`src/sv/wcsp_pkg.sv`:
```
`timescale 1ns / 1ps
// Shared types and constants for the wall column span projector.
// Depends on nothing; every other file of the block refers to it by scoped names.
package wcsp_pkg;

  localparam int COLUMN_W   = 10;
  localparam int DIST_W     = 24;
  localparam int SCALE_W    = 32;
  localparam int COLOR_W    = 32;
  localparam int ROW_W      = 11;
  localparam int KIND_W     = 2;
  localparam int CFG_IDX_W  = 3;
  localparam int CFG_DATA_W = 32;

  // Half height is scale * 128 / distance, kept with 8 fraction bits.
  localparam int HALF_SHIFT = 7;
  localparam int FRAC_W     = 8;
  localparam int DIVIDEND_W = SCALE_W + HALF_SHIFT;

  localparam logic [SCALE_W-1:0] RST_PROJ_SCALE   = 32'd35467520;
  localparam logic [ROW_W-1:0]   RST_SCREEN_H     = 11'd600;
  localparam logic [COLOR_W-1:0] RST_CEIL_COLOR   = 32'hFF31_3131;
  localparam logic [COLOR_W-1:0] RST_VWALL_COLOR  = 32'hFFBB_BBBB;
  localparam logic [COLOR_W-1:0] RST_HWALL_COLOR  = 32'hFFEE_EEEE;
  localparam logic [COLOR_W-1:0] RST_FLOOR_COLOR  = 32'hFFA0_A0A0;

  typedef enum logic [CFG_IDX_W-1:0] {
    REG_PROJ_SCALE  = 3'd0,
    REG_SCREEN_H    = 3'd1,
    REG_CEIL_COLOR  = 3'd2,
    REG_VWALL_COLOR = 3'd3,
    REG_HWALL_COLOR = 3'd4,
    REG_FLOOR_COLOR = 3'd5
  } cfg_reg_t;

  typedef enum logic [KIND_W-1:0] {
    SPAN_CEILING = 2'd0,
    SPAN_WALL    = 2'd1,
    SPAN_FLOOR   = 2'd2
  } span_kind_t;

  // Side information that rides along the divider chain with each column.
  typedef struct packed {
    logic [COLUMN_W-1:0] column;
    logic                vertical_hit;
    logic                sat;
  } item_tag_t;

  // Row boundaries of one column, handed from the divider to the span emitter.
  typedef struct packed {
    logic [COLUMN_W-1:0] column;
    logic                vertical_hit;
    logic [ROW_W-1:0]    top;
    logic [ROW_W-1:0]    bottom;
    logic [ROW_W-1:0]    height;
  } span_set_t;

  typedef struct packed {
    logic [COLOR_W-1:0] ceiling;
    logic [COLOR_W-1:0] wall_v;
    logic [COLOR_W-1:0] wall_h;
    logic [COLOR_W-1:0] floor_c;
  } color_set_t;

endpackage

```
`src/sv/wall_column_span_projector_unit.sv`:
```
`timescale 1ns / 1ps
// Top level of the wall column span projector: config registers, divider chain, span emitter.
// Depends on wcsp_pkg, wcsp_div_cell and wcsp_span_emit.
//
// Usage: each input transaction (in_column, in_ray_distance in unsigned Q16.8,
// in_vertical_hit) describes one screen column. For each column the block
// sends three output transactions in order: ceiling, wall, floor, each with a
// color, a start row and a row count; out_last_span marks the floor span.
// Empty spans are sent with a length of zero.
// The wall half height is projection_scale * 128 / distance, found by a chain
// of divider cells, one quotient bit per cell, so a column passes one front
// stage, $clog2(MAX_HEIGHT) + 8 cells and the emitter load on its way. The
// front stage loads at the accepting edge. The single output port sends three
// spans per column; the chain accepts a column in any cycle in which it can
// advance.
// When the receiver stalls, the emitter holds its span and the whole chain freezes
// once its last cell is occupied; in_ready then drops. Reset (synchronous, active
// low) empties the chain and the emitter and loads the configuration registers with
// their default values. Configuration is written through cfg_wr_en, cfg_index and
// cfg_data, by the user only while no column is in flight; the block does not enforce this.
module wall_column_span_projector_unit #(
  parameter int MAX_HEIGHT = 1024
) (
  input  logic                                clk,
  input  logic                                rst_n,
  input  logic                                cfg_wr_en,
  input  logic [wcsp_pkg::CFG_IDX_W-1:0]      cfg_index,
  input  logic [wcsp_pkg::CFG_DATA_W-1:0]     cfg_data,
  input  logic                                in_valid,
  output logic                                in_ready,
  input  logic [wcsp_pkg::COLUMN_W-1:0]       in_column,
  input  logic [wcsp_pkg::DIST_W-1:0]         in_ray_distance,
  input  logic                                in_vertical_hit,
  output logic                                out_valid,
  input  logic                                out_ready,
  output logic [wcsp_pkg::COLUMN_W-1:0]       out_column,
  output logic [wcsp_pkg::KIND_W-1:0]         out_span_kind,
  output logic [wcsp_pkg::COLOR_W-1:0]        out_span_color,
  output logic [wcsp_pkg::ROW_W-1:0]          out_span_start,
  output logic [wcsp_pkg::ROW_W-1:0]          out_span_length,
  output logic                                out_last_span
);

  // Row arithmetic width: holds any effective screen height.
  localparam int HB    = $clog2(MAX_HEIGHT) + 1;
  // Quotient bits kept; a larger half height clamps the wall to the full screen.
  localparam int QB    = HB + wcsp_pkg::FRAC_W - 1;
  localparam int NW    = wcsp_pkg::DIVIDEND_W;
  localparam int HI_W  = NW - QB;
  localparam int CMP_W = (HI_W > wcsp_pkg::DIST_W) ? HI_W : wcsp_pkg::DIST_W;
  localparam int DW    = wcsp_pkg::DIST_W;

  // Configuration registers.
  logic [wcsp_pkg::SCALE_W-1:0] cfg_scale_r;
  logic [wcsp_pkg::ROW_W-1:0]   cfg_height_r;
  logic [wcsp_pkg::COLOR_W-1:0] cfg_ceil_r;
  logic [wcsp_pkg::COLOR_W-1:0] cfg_vwall_r;
  logic [wcsp_pkg::COLOR_W-1:0] cfg_hwall_r;
  logic [wcsp_pkg::COLOR_W-1:0] cfg_floor_r;

  always_ff @(posedge clk) begin
    if (!rst_n) begin
      cfg_scale_r  <= wcsp_pkg::RST_PROJ_SCALE;
      cfg_height_r <= wcsp_pkg::RST_SCREEN_H;
      cfg_ceil_r   <= wcsp_pkg::RST_CEIL_COLOR;
      cfg_vwall_r  <= wcsp_pkg::RST_VWALL_COLOR;
      cfg_hwall_r  <= wcsp_pkg::RST_HWALL_COLOR;
      cfg_floor_r  <= wcsp_pkg::RST_FLOOR_COLOR;
    end else if (cfg_wr_en) begin
      case (cfg_index)
        wcsp_pkg::REG_PROJ_SCALE:  cfg_scale_r  <= cfg_data;
        wcsp_pkg::REG_SCREEN_H:    cfg_height_r <= cfg_data[wcsp_pkg::ROW_W-1:0];
        wcsp_pkg::REG_CEIL_COLOR:  cfg_ceil_r   <= cfg_data;
        wcsp_pkg::REG_VWALL_COLOR: cfg_vwall_r  <= cfg_data;
        wcsp_pkg::REG_HWALL_COLOR: cfg_hwall_r  <= cfg_data;
        wcsp_pkg::REG_FLOOR_COLOR: cfg_floor_r  <= cfg_data;
        default: ;
      endcase
    end
  end

  // Chain storage: index 0 is the front register, index k the output of cell k.
  logic                stg_valid [QB+1];
  logic [DW-1:0]       stg_rem   [QB+1];
  logic [DW-1:0]       stg_div   [QB+1];
  logic [QB-1:0]       stg_acc   [QB+1];
  wcsp_pkg::item_tag_t stg_tag   [QB+1];

  logic advance;
  logic emit_ready;

  // The chain moves as one; it halts only when its last cell waits on the emitter.
  assign advance  = !stg_valid[QB] || emit_ready;
  assign in_ready = advance;

  // Front stage: the top dividend bits either fit under the divisor or the
  // quotient overflows the kept width. A zero distance always overflows,
  // which gives the full height wall.
  logic [NW-1:0]       n_full;
  logic [CMP_W-1:0]    hi_cmp;
  logic [CMP_W-1:0]    d_cmp;
  logic                sat;
  wcsp_pkg::item_tag_t front_tag;

  always_comb begin
    n_full              = {cfg_scale_r, {wcsp_pkg::HALF_SHIFT{1'b0}}};
    hi_cmp              = CMP_W'(n_full[NW-1:QB]);
    d_cmp               = CMP_W'(in_ray_distance);
    sat                 = (hi_cmp >= d_cmp);
    front_tag.column       = in_column;
    front_tag.vertical_hit = in_vertical_hit;
    front_tag.sat          = sat;
  end

  logic                front_valid_r;
  logic [DW-1:0]       front_rem_r;
  logic [DW-1:0]       front_div_r;
  logic [QB-1:0]       front_acc_r;
  wcsp_pkg::item_tag_t front_tag_r;

  always_ff @(posedge clk) begin
    if (!rst_n) begin
      front_valid_r <= 1'b0;
    end else if (advance) begin
      front_valid_r <= in_valid;
    end
  end

  always_ff @(posedge clk) begin
    if (advance) begin
      front_rem_r <= sat ? '0 : hi_cmp[DW-1:0];
      front_div_r <= in_ray_distance;
      front_acc_r <= n_full[QB-1:0];
      front_tag_r <= front_tag;
    end
  end

  assign stg_valid[0] = front_valid_r;
  assign stg_rem[0]   = front_rem_r;
  assign stg_div[0]   = front_div_r;
  assign stg_acc[0]   = front_acc_r;
  assign stg_tag[0]   = front_tag_r;

  for (genvar k = 0; k < QB; k++) begin : g_cell
    wcsp_div_cell #(
      .DIV_W (DW),
      .ACC_W (QB)
    ) u_cell (
      .clk       (clk),
      .rst_n     (rst_n),
      .en        (advance),
      .in_valid  (stg_valid[k]),
      .in_rem    (stg_rem[k]),
      .in_div    (stg_div[k]),
      .in_acc    (stg_acc[k]),
      .in_tag    (stg_tag[k]),
      .out_valid (stg_valid[k+1]),
      .out_rem   (stg_rem[k+1]),
      .out_div   (stg_div[k+1]),
      .out_acc   (stg_acc[k+1]),
      .out_tag   (stg_tag[k+1])
    );
  end

  // Row boundaries from the finished quotient (half height, 8 fraction bits).
  logic [HB-1:0]       h_eff;
  logic [HB-1:0]       center;
  logic [HB-1:0]       lower;
  logic [HB-2:0]       down;
  logic [HB-1:0]       up;
  logic [HB-1:0]       top_row;
  logic [HB-1:0]       bottom_row;
  wcsp_pkg::span_set_t span_set;
  wcsp_pkg::color_set_t colors;

  always_comb begin
    if (int'(cfg_height_r) > MAX_HEIGHT) begin
      h_eff = HB'(MAX_HEIGHT);
    end else begin
      h_eff = HB'(cfg_height_r);
    end
    center = h_eff >> 1;
    lower  = h_eff - center;
    down   = stg_acc[QB][QB-1:wcsp_pkg::FRAC_W];
    // Rounding the half height up adds one row when any fraction bit is set.
    up     = HB'(down) + HB'(|stg_acc[QB][wcsp_pkg::FRAC_W-1:0]);
    if (stg_tag[QB].sat || up >= center) begin
      top_row = '0;
    end else begin
      top_row = center - up;
    end
    if (stg_tag[QB].sat || HB'(down) >= lower) begin
      bottom_row = h_eff;
    end else begin
      bottom_row = center + HB'(down);
    end
    span_set.column       = stg_tag[QB].column;
    span_set.vertical_hit = stg_tag[QB].vertical_hit;
    span_set.top          = wcsp_pkg::ROW_W'(top_row);
    span_set.bottom       = wcsp_pkg::ROW_W'(bottom_row);
    span_set.height       = wcsp_pkg::ROW_W'(h_eff);
    colors.ceiling        = cfg_ceil_r;
    colors.wall_v         = cfg_vwall_r;
    colors.wall_h         = cfg_hwall_r;
    colors.floor_c        = cfg_floor_r;
  end

  wcsp_span_emit u_emit (
    .clk             (clk),
    .rst_n           (rst_n),
    .in_valid        (stg_valid[QB]),
    .in_ready        (emit_ready),
    .in_set          (span_set),
    .colors          (colors),
    .out_valid       (out_valid),
    .out_ready       (out_ready),
    .out_column      (out_column),
    .out_span_kind   (out_span_kind),
    .out_span_color  (out_span_color),
    .out_span_start  (out_span_start),
    .out_span_length (out_span_length),
    .out_last_span   (out_last_span)
  );

`ifndef SYNTHESIS
  a_chain_holds_on_stall: assert property (@(posedge clk) disable iff (!rst_n)
    (stg_valid[QB] && !emit_ready) |=> stg_valid[QB])
    else $error("column left the divider chain while the emitter was busy");

  a_accept_enters_front: assert property (@(posedge clk) disable iff (!rst_n)
    (in_valid && in_ready) |=> front_valid_r)
    else $error("accepted transaction did not enter the front stage");

  a_wall_within_center: assert property (@(posedge clk) disable iff (!rst_n)
    stg_valid[QB] |-> (top_row <= center && bottom_row >= center))
    else $error("wall span does not straddle the screen center");
`endif

endmodule

```
`src/sv/wcsp_div_cell.sv`:
```
`timescale 1ns / 1ps
// One cell of the restoring divider chain: resolves one quotient bit per transaction.
// Depends on wcsp_pkg for the tag type.
module wcsp_div_cell #(
  parameter int DIV_W = 24,
  parameter int ACC_W = 18
) (
  input  logic                clk,
  input  logic                rst_n,
  input  logic                en,
  input  logic                in_valid,
  input  logic [DIV_W-1:0]    in_rem,
  input  logic [DIV_W-1:0]    in_div,
  input  logic [ACC_W-1:0]    in_acc,
  input  wcsp_pkg::item_tag_t in_tag,
  output logic                out_valid,
  output logic [DIV_W-1:0]    out_rem,
  output logic [DIV_W-1:0]    out_div,
  output logic [ACC_W-1:0]    out_acc,
  output wcsp_pkg::item_tag_t out_tag
);

  logic                valid_r;
  logic [DIV_W-1:0]    rem_r, rem_nxt;
  logic [DIV_W-1:0]    div_r;
  logic [ACC_W-1:0]    acc_r, acc_nxt;
  wcsp_pkg::item_tag_t tag_r;

  logic [DIV_W:0] trial;
  logic [DIV_W:0] diff;
  logic           ge;

  // The accumulator shifts dividend bits out at the top and quotient bits in below.
  always_comb begin
    trial   = {in_rem, in_acc[ACC_W-1]};
    diff    = trial - {1'b0, in_div};
    ge      = (trial >= {1'b0, in_div});
    rem_nxt = ge ? diff[DIV_W-1:0] : trial[DIV_W-1:0];
    acc_nxt = {in_acc[ACC_W-2:0], ge};
  end

  always_ff @(posedge clk) begin
    if (!rst_n) begin
      valid_r <= 1'b0;
    end else if (en) begin
      valid_r <= in_valid;
    end
  end

  always_ff @(posedge clk) begin
    if (en) begin
      rem_r <= rem_nxt;
      div_r <= in_div;
      acc_r <= acc_nxt;
      tag_r <= in_tag;
    end
  end

  assign out_valid = valid_r;
  assign out_rem   = rem_r;
  assign out_div   = div_r;
  assign out_acc   = acc_r;
  assign out_tag   = tag_r;

endmodule

```
`src/sv/wcsp_span_emit.sv`:
```
`timescale 1ns / 1ps
// Span emitter: turns one column's row boundaries into ceiling, wall and floor transactions.
// Depends on wcsp_pkg for the span kind enum and the boundary and color structs.
module wcsp_span_emit (
  input  logic                                clk,
  input  logic                                rst_n,
  input  logic                                in_valid,
  output logic                                in_ready,
  input  wcsp_pkg::span_set_t                 in_set,
  input  wcsp_pkg::color_set_t                colors,
  output logic                                out_valid,
  input  logic                                out_ready,
  output logic [wcsp_pkg::COLUMN_W-1:0]       out_column,
  output logic [wcsp_pkg::KIND_W-1:0]         out_span_kind,
  output logic [wcsp_pkg::COLOR_W-1:0]        out_span_color,
  output logic [wcsp_pkg::ROW_W-1:0]          out_span_start,
  output logic [wcsp_pkg::ROW_W-1:0]          out_span_length,
  output logic                                out_last_span
);

  logic                   hold_r, hold_nxt;
  wcsp_pkg::span_kind_t   kind_r, kind_nxt;
  wcsp_pkg::span_set_t    set_r;
  logic                   load;
  logic                   fire;

  // A new column may enter while the floor span of the previous one is taken.
  assign in_ready = !hold_r || (kind_r == wcsp_pkg::SPAN_FLOOR && out_ready);
  assign load     = in_valid && in_ready;
  assign fire     = hold_r && out_ready;

  always_comb begin
    kind_nxt = kind_r;
    hold_nxt = hold_r;
    if (load) begin
      kind_nxt = wcsp_pkg::SPAN_CEILING;
      hold_nxt = 1'b1;
    end else if (fire) begin
      case (kind_r)
        wcsp_pkg::SPAN_CEILING: kind_nxt = wcsp_pkg::SPAN_WALL;
        wcsp_pkg::SPAN_WALL:    kind_nxt = wcsp_pkg::SPAN_FLOOR;
        wcsp_pkg::SPAN_FLOOR:   hold_nxt = 1'b0;
        default:                hold_nxt = 1'b0;
      endcase
    end
  end

  always_ff @(posedge clk) begin
    if (!rst_n) begin
      hold_r <= 1'b0;
      kind_r <= wcsp_pkg::SPAN_CEILING;
    end else begin
      hold_r <= hold_nxt;
      kind_r <= kind_nxt;
    end
  end

  always_ff @(posedge clk) begin
    if (load) begin
      set_r <= in_set;
    end
  end

  always_comb begin
    out_valid     = hold_r;
    out_column    = set_r.column;
    out_span_kind = kind_r;
    out_last_span = 1'b0;
    case (kind_r)
      wcsp_pkg::SPAN_CEILING: begin
        out_span_color  = colors.ceiling;
        out_span_start  = '0;
        out_span_length = set_r.top;
      end
      wcsp_pkg::SPAN_WALL: begin
        out_span_color  = set_r.vertical_hit ? colors.wall_v : colors.wall_h;
        out_span_start  = set_r.top;
        out_span_length = set_r.bottom - set_r.top;
      end
      wcsp_pkg::SPAN_FLOOR: begin
        out_span_color  = colors.floor_c;
        out_span_start  = set_r.bottom;
        out_span_length = set_r.height - set_r.bottom;
        out_last_span   = 1'b1;
      end
      default: begin
        out_span_color  = colors.floor_c;
        out_span_start  = '0;
        out_span_length = '0;
      end
    endcase
  end

`ifndef SYNTHESIS
  a_ceil_then_wall: assert property (@(posedge clk) disable iff (!rst_n)
    (out_valid && out_ready && kind_r == wcsp_pkg::SPAN_CEILING)
      |=> (out_valid && kind_r == wcsp_pkg::SPAN_WALL))
    else $error("ceiling span not followed by wall span");

  a_wall_then_floor: assert property (@(posedge clk) disable iff (!rst_n)
    (out_valid && out_ready && kind_r == wcsp_pkg::SPAN_WALL)
      |=> (out_valid && kind_r == wcsp_pkg::SPAN_FLOOR))
    else $error("wall span not followed by floor span");

  a_bounds_ordered: assert property (@(posedge clk) disable iff (!rst_n)
    out_valid |-> (set_r.top <= set_r.bottom && set_r.bottom <= set_r.height))
    else $error("wall rows out of order or beyond screen height");
`endif

endmodule
```
`config.mk`:
```
export PLATFORM = sky130hd
export DESIGN_NAME = wall_column_span_projector_unit
export DESIGN_NICKNAME = d
export VERILOG_FILES = /design/src/sv/wcsp_pkg.sv /design/src/sv/wall_column_span_projector_unit.sv /design/src/sv/wcsp_div_cell.sv /design/src/sv/wcsp_span_emit.sv
export SDC_FILE = /design/constraint.sdc
export NUM_CORES = 2
export LEC_CHECK = 0
export BUFFER_PORTS_ARGS = -buffer_cell sky130_fd_sc_hd__buf_2
export CORE_AREA = 2 2 443 445
export CTS_CLUSTER_SIZE = 20
export DETAILED_ROUTE_END_ITERATION = 6
export DIE_AREA = 0 0 445 447
export SETUP_SLACK_MARGIN = 0.05
export SYNTH_ARGS = -nofsm -noshare
export SYNTH_HDL_FRONTEND = slang
export SYNTH_SLANG_ARGS = --single-unit
```
`constraint.sdc`:
```
create_clock -name clk -period 49 [get_ports clk]
set_input_delay 4.9 -clock clk [delete_from_list [all_inputs] [get_ports clk]]
set_output_delay 4.9 -clock clk [all_outputs]
set_load 0.005 [all_outputs]
```
After elaboration in Yosys (flattened, before gate mapping)
Index checks and enable logic that the tools add are counted.

Reductions and logical operators: 24. Add/sub/neg operators: 23. Magnitude comparators: 22. Bitwise operators: 1. Equal/unequal tests: 8. Mux-type cells: 28.

Operators by type and width (number): $ge 25x24->1 (17); $mux 24 (17); $sub 24x24->24 (17); $pmux 32 s2 (1); $pmux 11 s3 (1); $mux 32 (1); $ge 21x24->1 (1); $ge 22x24->1 (1); $mux 11 (2); $pmux 11 s2 (1); $sub 11x11->11 (2); $reduce_and 2->1 (8); $add 10x1->11 (1); $add 10x10->11 (1); $ge 10x11->1 (1); $ge 11x10->1 (1); $gt 11x11->1 const B (1); $sub 10x11->11 (1); $sub 11x10->11 (1); $reduce_or 8->1 (1); $eq 3x2->1 const B (2); $eq 3x3->1 const B (2); $logic_or 1x1->1 (4); $mux 1 (4); other kinds (12) (17).

Input port bits: 75. Output and inout port bits: 69. Word-level logic and storage cells: 256. Flip-flop bits (word level): 1563.

Logic depth before layout (Yosys ltp)
Depth after elaboration: 6. Depth in mapped cells: 20.

Cells and area by module
Synthesis repeated with hierarchy kept, for this count alone.

Cell total of the unflattened synthesis: 7982. Area, all modules: 90834.6 µm².

Modules (own cells, without submodules): wcsp_div_cell (g_cell[0].u_cell ...) (cells an instance 356, seq. area each 2362.3 µm², area each 4276.6 µm², times used 15); wcsp_div_cell (g_cell[15].u_cell ...) (cells an instance 358, seq. area each 2362.3 µm², area each 4112.7 µm², times used 3); wall_column_span_projector_unit (cells an instance 1186, seq. area each 5485.3 µm², area each 10687.8 µm², times used 1); wcsp_span_emit (cells an instance 382, seq. area each 1381.3 µm², area each 3659.8 µm², times used 1).

Worst setup path after synthesis
Ideal clock, no wire load.

Kind: in2out. From: input port out_ready. To: output port in_ready. Buffers on the path: 1. Slack: 3.001 ns. Stages: 4. Arrival: 41.099 ns. Required time: 44.100 ns. Cell sequence: nand2_1 and3_1 clkinv_1 clkbuf_1.

Longest elaborated chain between the ends: 3.

RTL lines: from (decl) (RTL line wall_column_span_projector_unit.sv:35) `input logic out_ready,`; $logic_and 1x1->1 (RTL line wcsp_span_emit.sv:28) `assign in_ready = !hold_r || (kind_r == wcsp_pkg::SPAN_FLOOR && out_ready);`; $logic_or 1x1->1 (RTL line wcsp_span_emit.sv:28); $logic_or 1x1->1 (RTL line wall_column_span_projector_unit.sv:93) `assign advance = !stg_valid[QB] || emit_ready;`; to (decl) (RTL line wall_column_span_projector_unit.sv:30) `output logic in_ready,`.

No other way between the ends.

Final worst setup path
Same ends and word-level chain as after synthesis.

==> flow_metrics.py <==
metrics = {
    "outcome": {
        "status": "finished clean",
    },
    "run": {
        "cap_viol_max_count": 0,
    },
    "yosys": {
        "synthCells": 6599,
        "synth.cell_area_um2": 77300,
        "synth_edf_count": 1370,
        "ys_warn_count": 0,
        "synth_flop_cell": "edfxtp_1",
        "syn-mean-instance-area_um2": 11.7,
        "synth_seq_cells": 1563,
        "synth-seq-area-share_pct": 58.2,
        "syn_nets": 7210,
        "synth-async-reset-ratio_pct": 0,
        "synth_cell_type_count": 85,
    },
    "detailed_routing": {
        "top_layer": "met5",
        "routedWlPerCell_um": 17.0,
        "routed_wl_um": 161000,
        "route.met3.wl_um": 6880,
        "route.layer.met1.wl_um": 71100,
        "vias": 48800,
        "drt-vias-per-instance": 5.15,
        "route.met2.wl_um": 79100,
        "route.detailed.drc": 0,
        "antenna_left": 0,
        "drt_iter0_markers": 3249,
        "firstDrtPassIters": 6,
    },
    "timing": {
        "fin_skew_ns": 0.0582,
        "finalSetupViolCount": 0,
        "min_period_over_period_pct": 23.5,
        "max_freq_mhz": 86.7,
        "fin_hold_ws_ns": 0.381,
        "tightest_slew_ns": 1.36,
        "slew_headroom_pct": 8.93,
        "setup_ws_ns": 37.47,
        "finalMaxSlewViolations": 0,
        "period_needed_ns": 11.53,
        "hold_viol_final": 0,
        "setup_tns_ns": 0,
        "rsz0062_at_grt": "no",
    },
    "power_and_ir_drop": {
        "total_power_mw": 4.68,
        "pwr_density_cell_nw_per_um2": 54.2,
        "peakVddDrop_mv": 0.0323,
        "p_leak_nw": 36.2,
    },
    "clock_tree": {
        "clkSinkCount": 1563,
        "clock_path_buffers": 3,
        "clkTransAtPathRegs_ns": 0.06,
        "root_buffer": "clkbuf_16",
        "cts_setup_buffers": 0,
        "clk_latency_ns": 0.80,
        "htreeDepth": 4,
        "hold_buffers": 0,
        "cts_resized": 0,
        "cts_tree": "done",
        "numCtsBuffers": 165,
    },
    "place": {
        "dp_hpwl_um": 116000,
        "numPortBuffers": 143,
        "place_worst_setup_slack_ns": 37.47,
        "gp_congestion": 0.884,
        "dp_cells": 9159,
        "placed_area_um2": 80900,
    },
    "global_route": {
        "grt_max_degree": 168,
        "antenna_found_initial": 9,
        "grt_pass1_wl_um": 255000,
        "grt_pass1_vias": 47800,
        "globalRouteOverflowTotal": 0,
        "grt_usage_pct": 15.9,
    },
    "setup_path": {
        "worstSetupEndpointType": "output pin",
        "cp.buffers_inverters": 3,
        "cp_slowest_stage_delay_ns": 0.74,
        "start_kind": "input port",
        "cp_cell_sequence": "buf_2, nand2_1, and3_1, inv_8, buf_2",
        "cp.arrival_ns": 6.63,
        "crit_top_cell": "buf_2",
        "crit_fanout": 106,
        "critPathSlowestCell": "and3_1",
        "crit_type": "input port to output pin",
        "required_ns": 44.10,
        "path_delay_family": "simple AND/OR/NAND/NOR gates",
    },
    "cells_and_area": {
        "area_growth_syn_to_layout_pct": 11.7,
        "drive_gt1_share_pct": 9.55,
        "final_nets": 7395,
        "stdcell_area_um2": 86400,
        "fin_cells": 9468,
        "fin_util_pct": 44.5,
    },
    "floorplanning": {
        "die_h_um": 447,
        "coreArea_um2": 194000,
        "io-pin-count": 144,
        "rows": 162,
        "die_area_um2": 199000,
        "die_w_um": 445,
        "initial_core_util_pct": 39.8,
    },
    "worst_hold_path": {
        "hp-class": "register to register",
    },
}
## path summary, 6_finish.rpt
kind                                                from                                endpoint  slack (ns)  cells after the start
hold reg to reg   g_cell[15].u_cell.out_acc[2]$_DFFE_PP_  g_cell[16].u_cell.out_acc[3]$_DFFE_PP_        0.38                      0
setup / recovery                               out_ready                                in_ready       37.47                      5
hold / removal    g_cell[15].u_cell.out_acc[2]$_DFFE_PP_  g_cell[16].u_cell.out_acc[3]$_DFFE_PP_        0.38                      0
setup reg to reg    u_emit.out_span_kind[0]$_SDFFE_PP0P_  g_cell[9].u_cell.out_div[15]$_DFFE_PP_       41.27                     11
## kinds of logic after synthesis
group	after synthesis	share of synthesized area (%)
XOR/XNOR	365	4.13
multiplexers	211	3.03
buffers and inverters	807	4.02
adder cells (fa/ha/maj)	536	8.89
AO/OA/AOI/OAI	1406	11.6
flip-flops	1563	58.2
AND/OR/NAND/NOR	1711	10.2
## state kept, by name, indices dropped and copies added (netlist names)
| signal | count |
|---|---|
| cfg_ceil_r | 32 |
| front_acc_r | 11 |
| u_emit.out_valid | 1 |
| cfg_scale_r | 32 |
| cfg_height_r | 11 |
| g_cell.u_cell.out_div | 408 |
| g_cell.u_cell.out_rem | 408 |
| front_div_r | 24 |
| g_cell.u_cell.out_tag | 216 |
| front_tag_r | 12 |
| cfg_floor_r | 32 |
| front_rem_r | 21 |
| u_emit.set_r | 34 |
| u_emit.out_span_kind | 2 |
| u_emit.out_column | 10 |
| front_valid_r | 1 |
| cfg_vwall_r | 32 |
| g_cell.u_cell.out_acc | 226 |
| g_cell.u_cell.out_valid | 18 |
| cfg_hwall_r | 32 |
## cell type report
class / count / area, um2
fill: 17600 / 108000
sequential: 1563 / 45000
multi-input combinational: 4229 / 29300
clock buffer: 204 / 4300
tap: 2542 / 3180
inverter: 642 / 2420
clock inverter: 102 / 1160
timing repair buffer: 183 / 1030
antenna: 3 / 7.51
## routing by layer
| metal | up-vias | GRT usage, % |
|---|---|---|
| met5 | - | 0 |
| met4 | 8 | 4.48 |
| met3 | 255 | 2.67 |
| met2 | 960 | 27.6 |
| met1 | 23400 | 20.4 |
| li1 | 24100 | - |
## synthesized netlist by cell type, types with 32 or more instances
cell type / n / area share (%)
edfxtp_1: 1370 / 53
nand2_1: 778 / 3.8
inv_1: 640 / 3.1
ha_1: 514 / 8.3
a21oi_1: 355 / 2.3
o21ai_0: 351 / 2.3
nor2_1: 283 / 1.4
xnor2_1: 226 / 2.6
dfxtp_1: 193 / 5.0
a21o_1: 184 / 1.8
mux2_2: 174 / 2.5
nand3_1: 165 / 1.1
xor2_1: 139 / 1.6
clkbuf_1: 123 / 0.60
a21boi_0: 112 / 1.1
nor2b_1: 100 / 0.81
nand2b_1: 90 / 0.73
nor3_1: 60 / 0.39
nand4_1: 55 / 0.44
o21a_1: 52 / 0.50
a22oi_1: 48 / 0.47
o21bai_1: 46 / 0.45
and3_1: 41 / 0.33
and2_1: 40 / 0.32
a31oi_1: 39 / 0.32
a211oi_1: 32 / 0.31
## report_power, final
| part | switching, mW | internal (mW) |
|---|---|---|
| logic | 0.848 | 0.679 |
| registers | 0.127 | 1.78 |
| clock network | 0.529 | 0.720 |
| total | 1.50 | 3.18 |
## layout by cell type (no fill, tap or decap), drive strengths merged, types with 48 or more instances in the layout
cell    instances
nor2b         100
ha            514
nor2          283
mux2          184
xor2          139
a22oi          48
o21a           52
inv           646
a21o          184
nand2b         90
nor3           60
o21ai         368
xnor2         226
clkinv         69
nand3         165
a21oi         356
clkbuf        204
edfxtp       1370
nand4          55
buf           183
a21boi        114
dfxtp         193
nand2         778
Note: power is estimated with default switching activity, not from simulation.
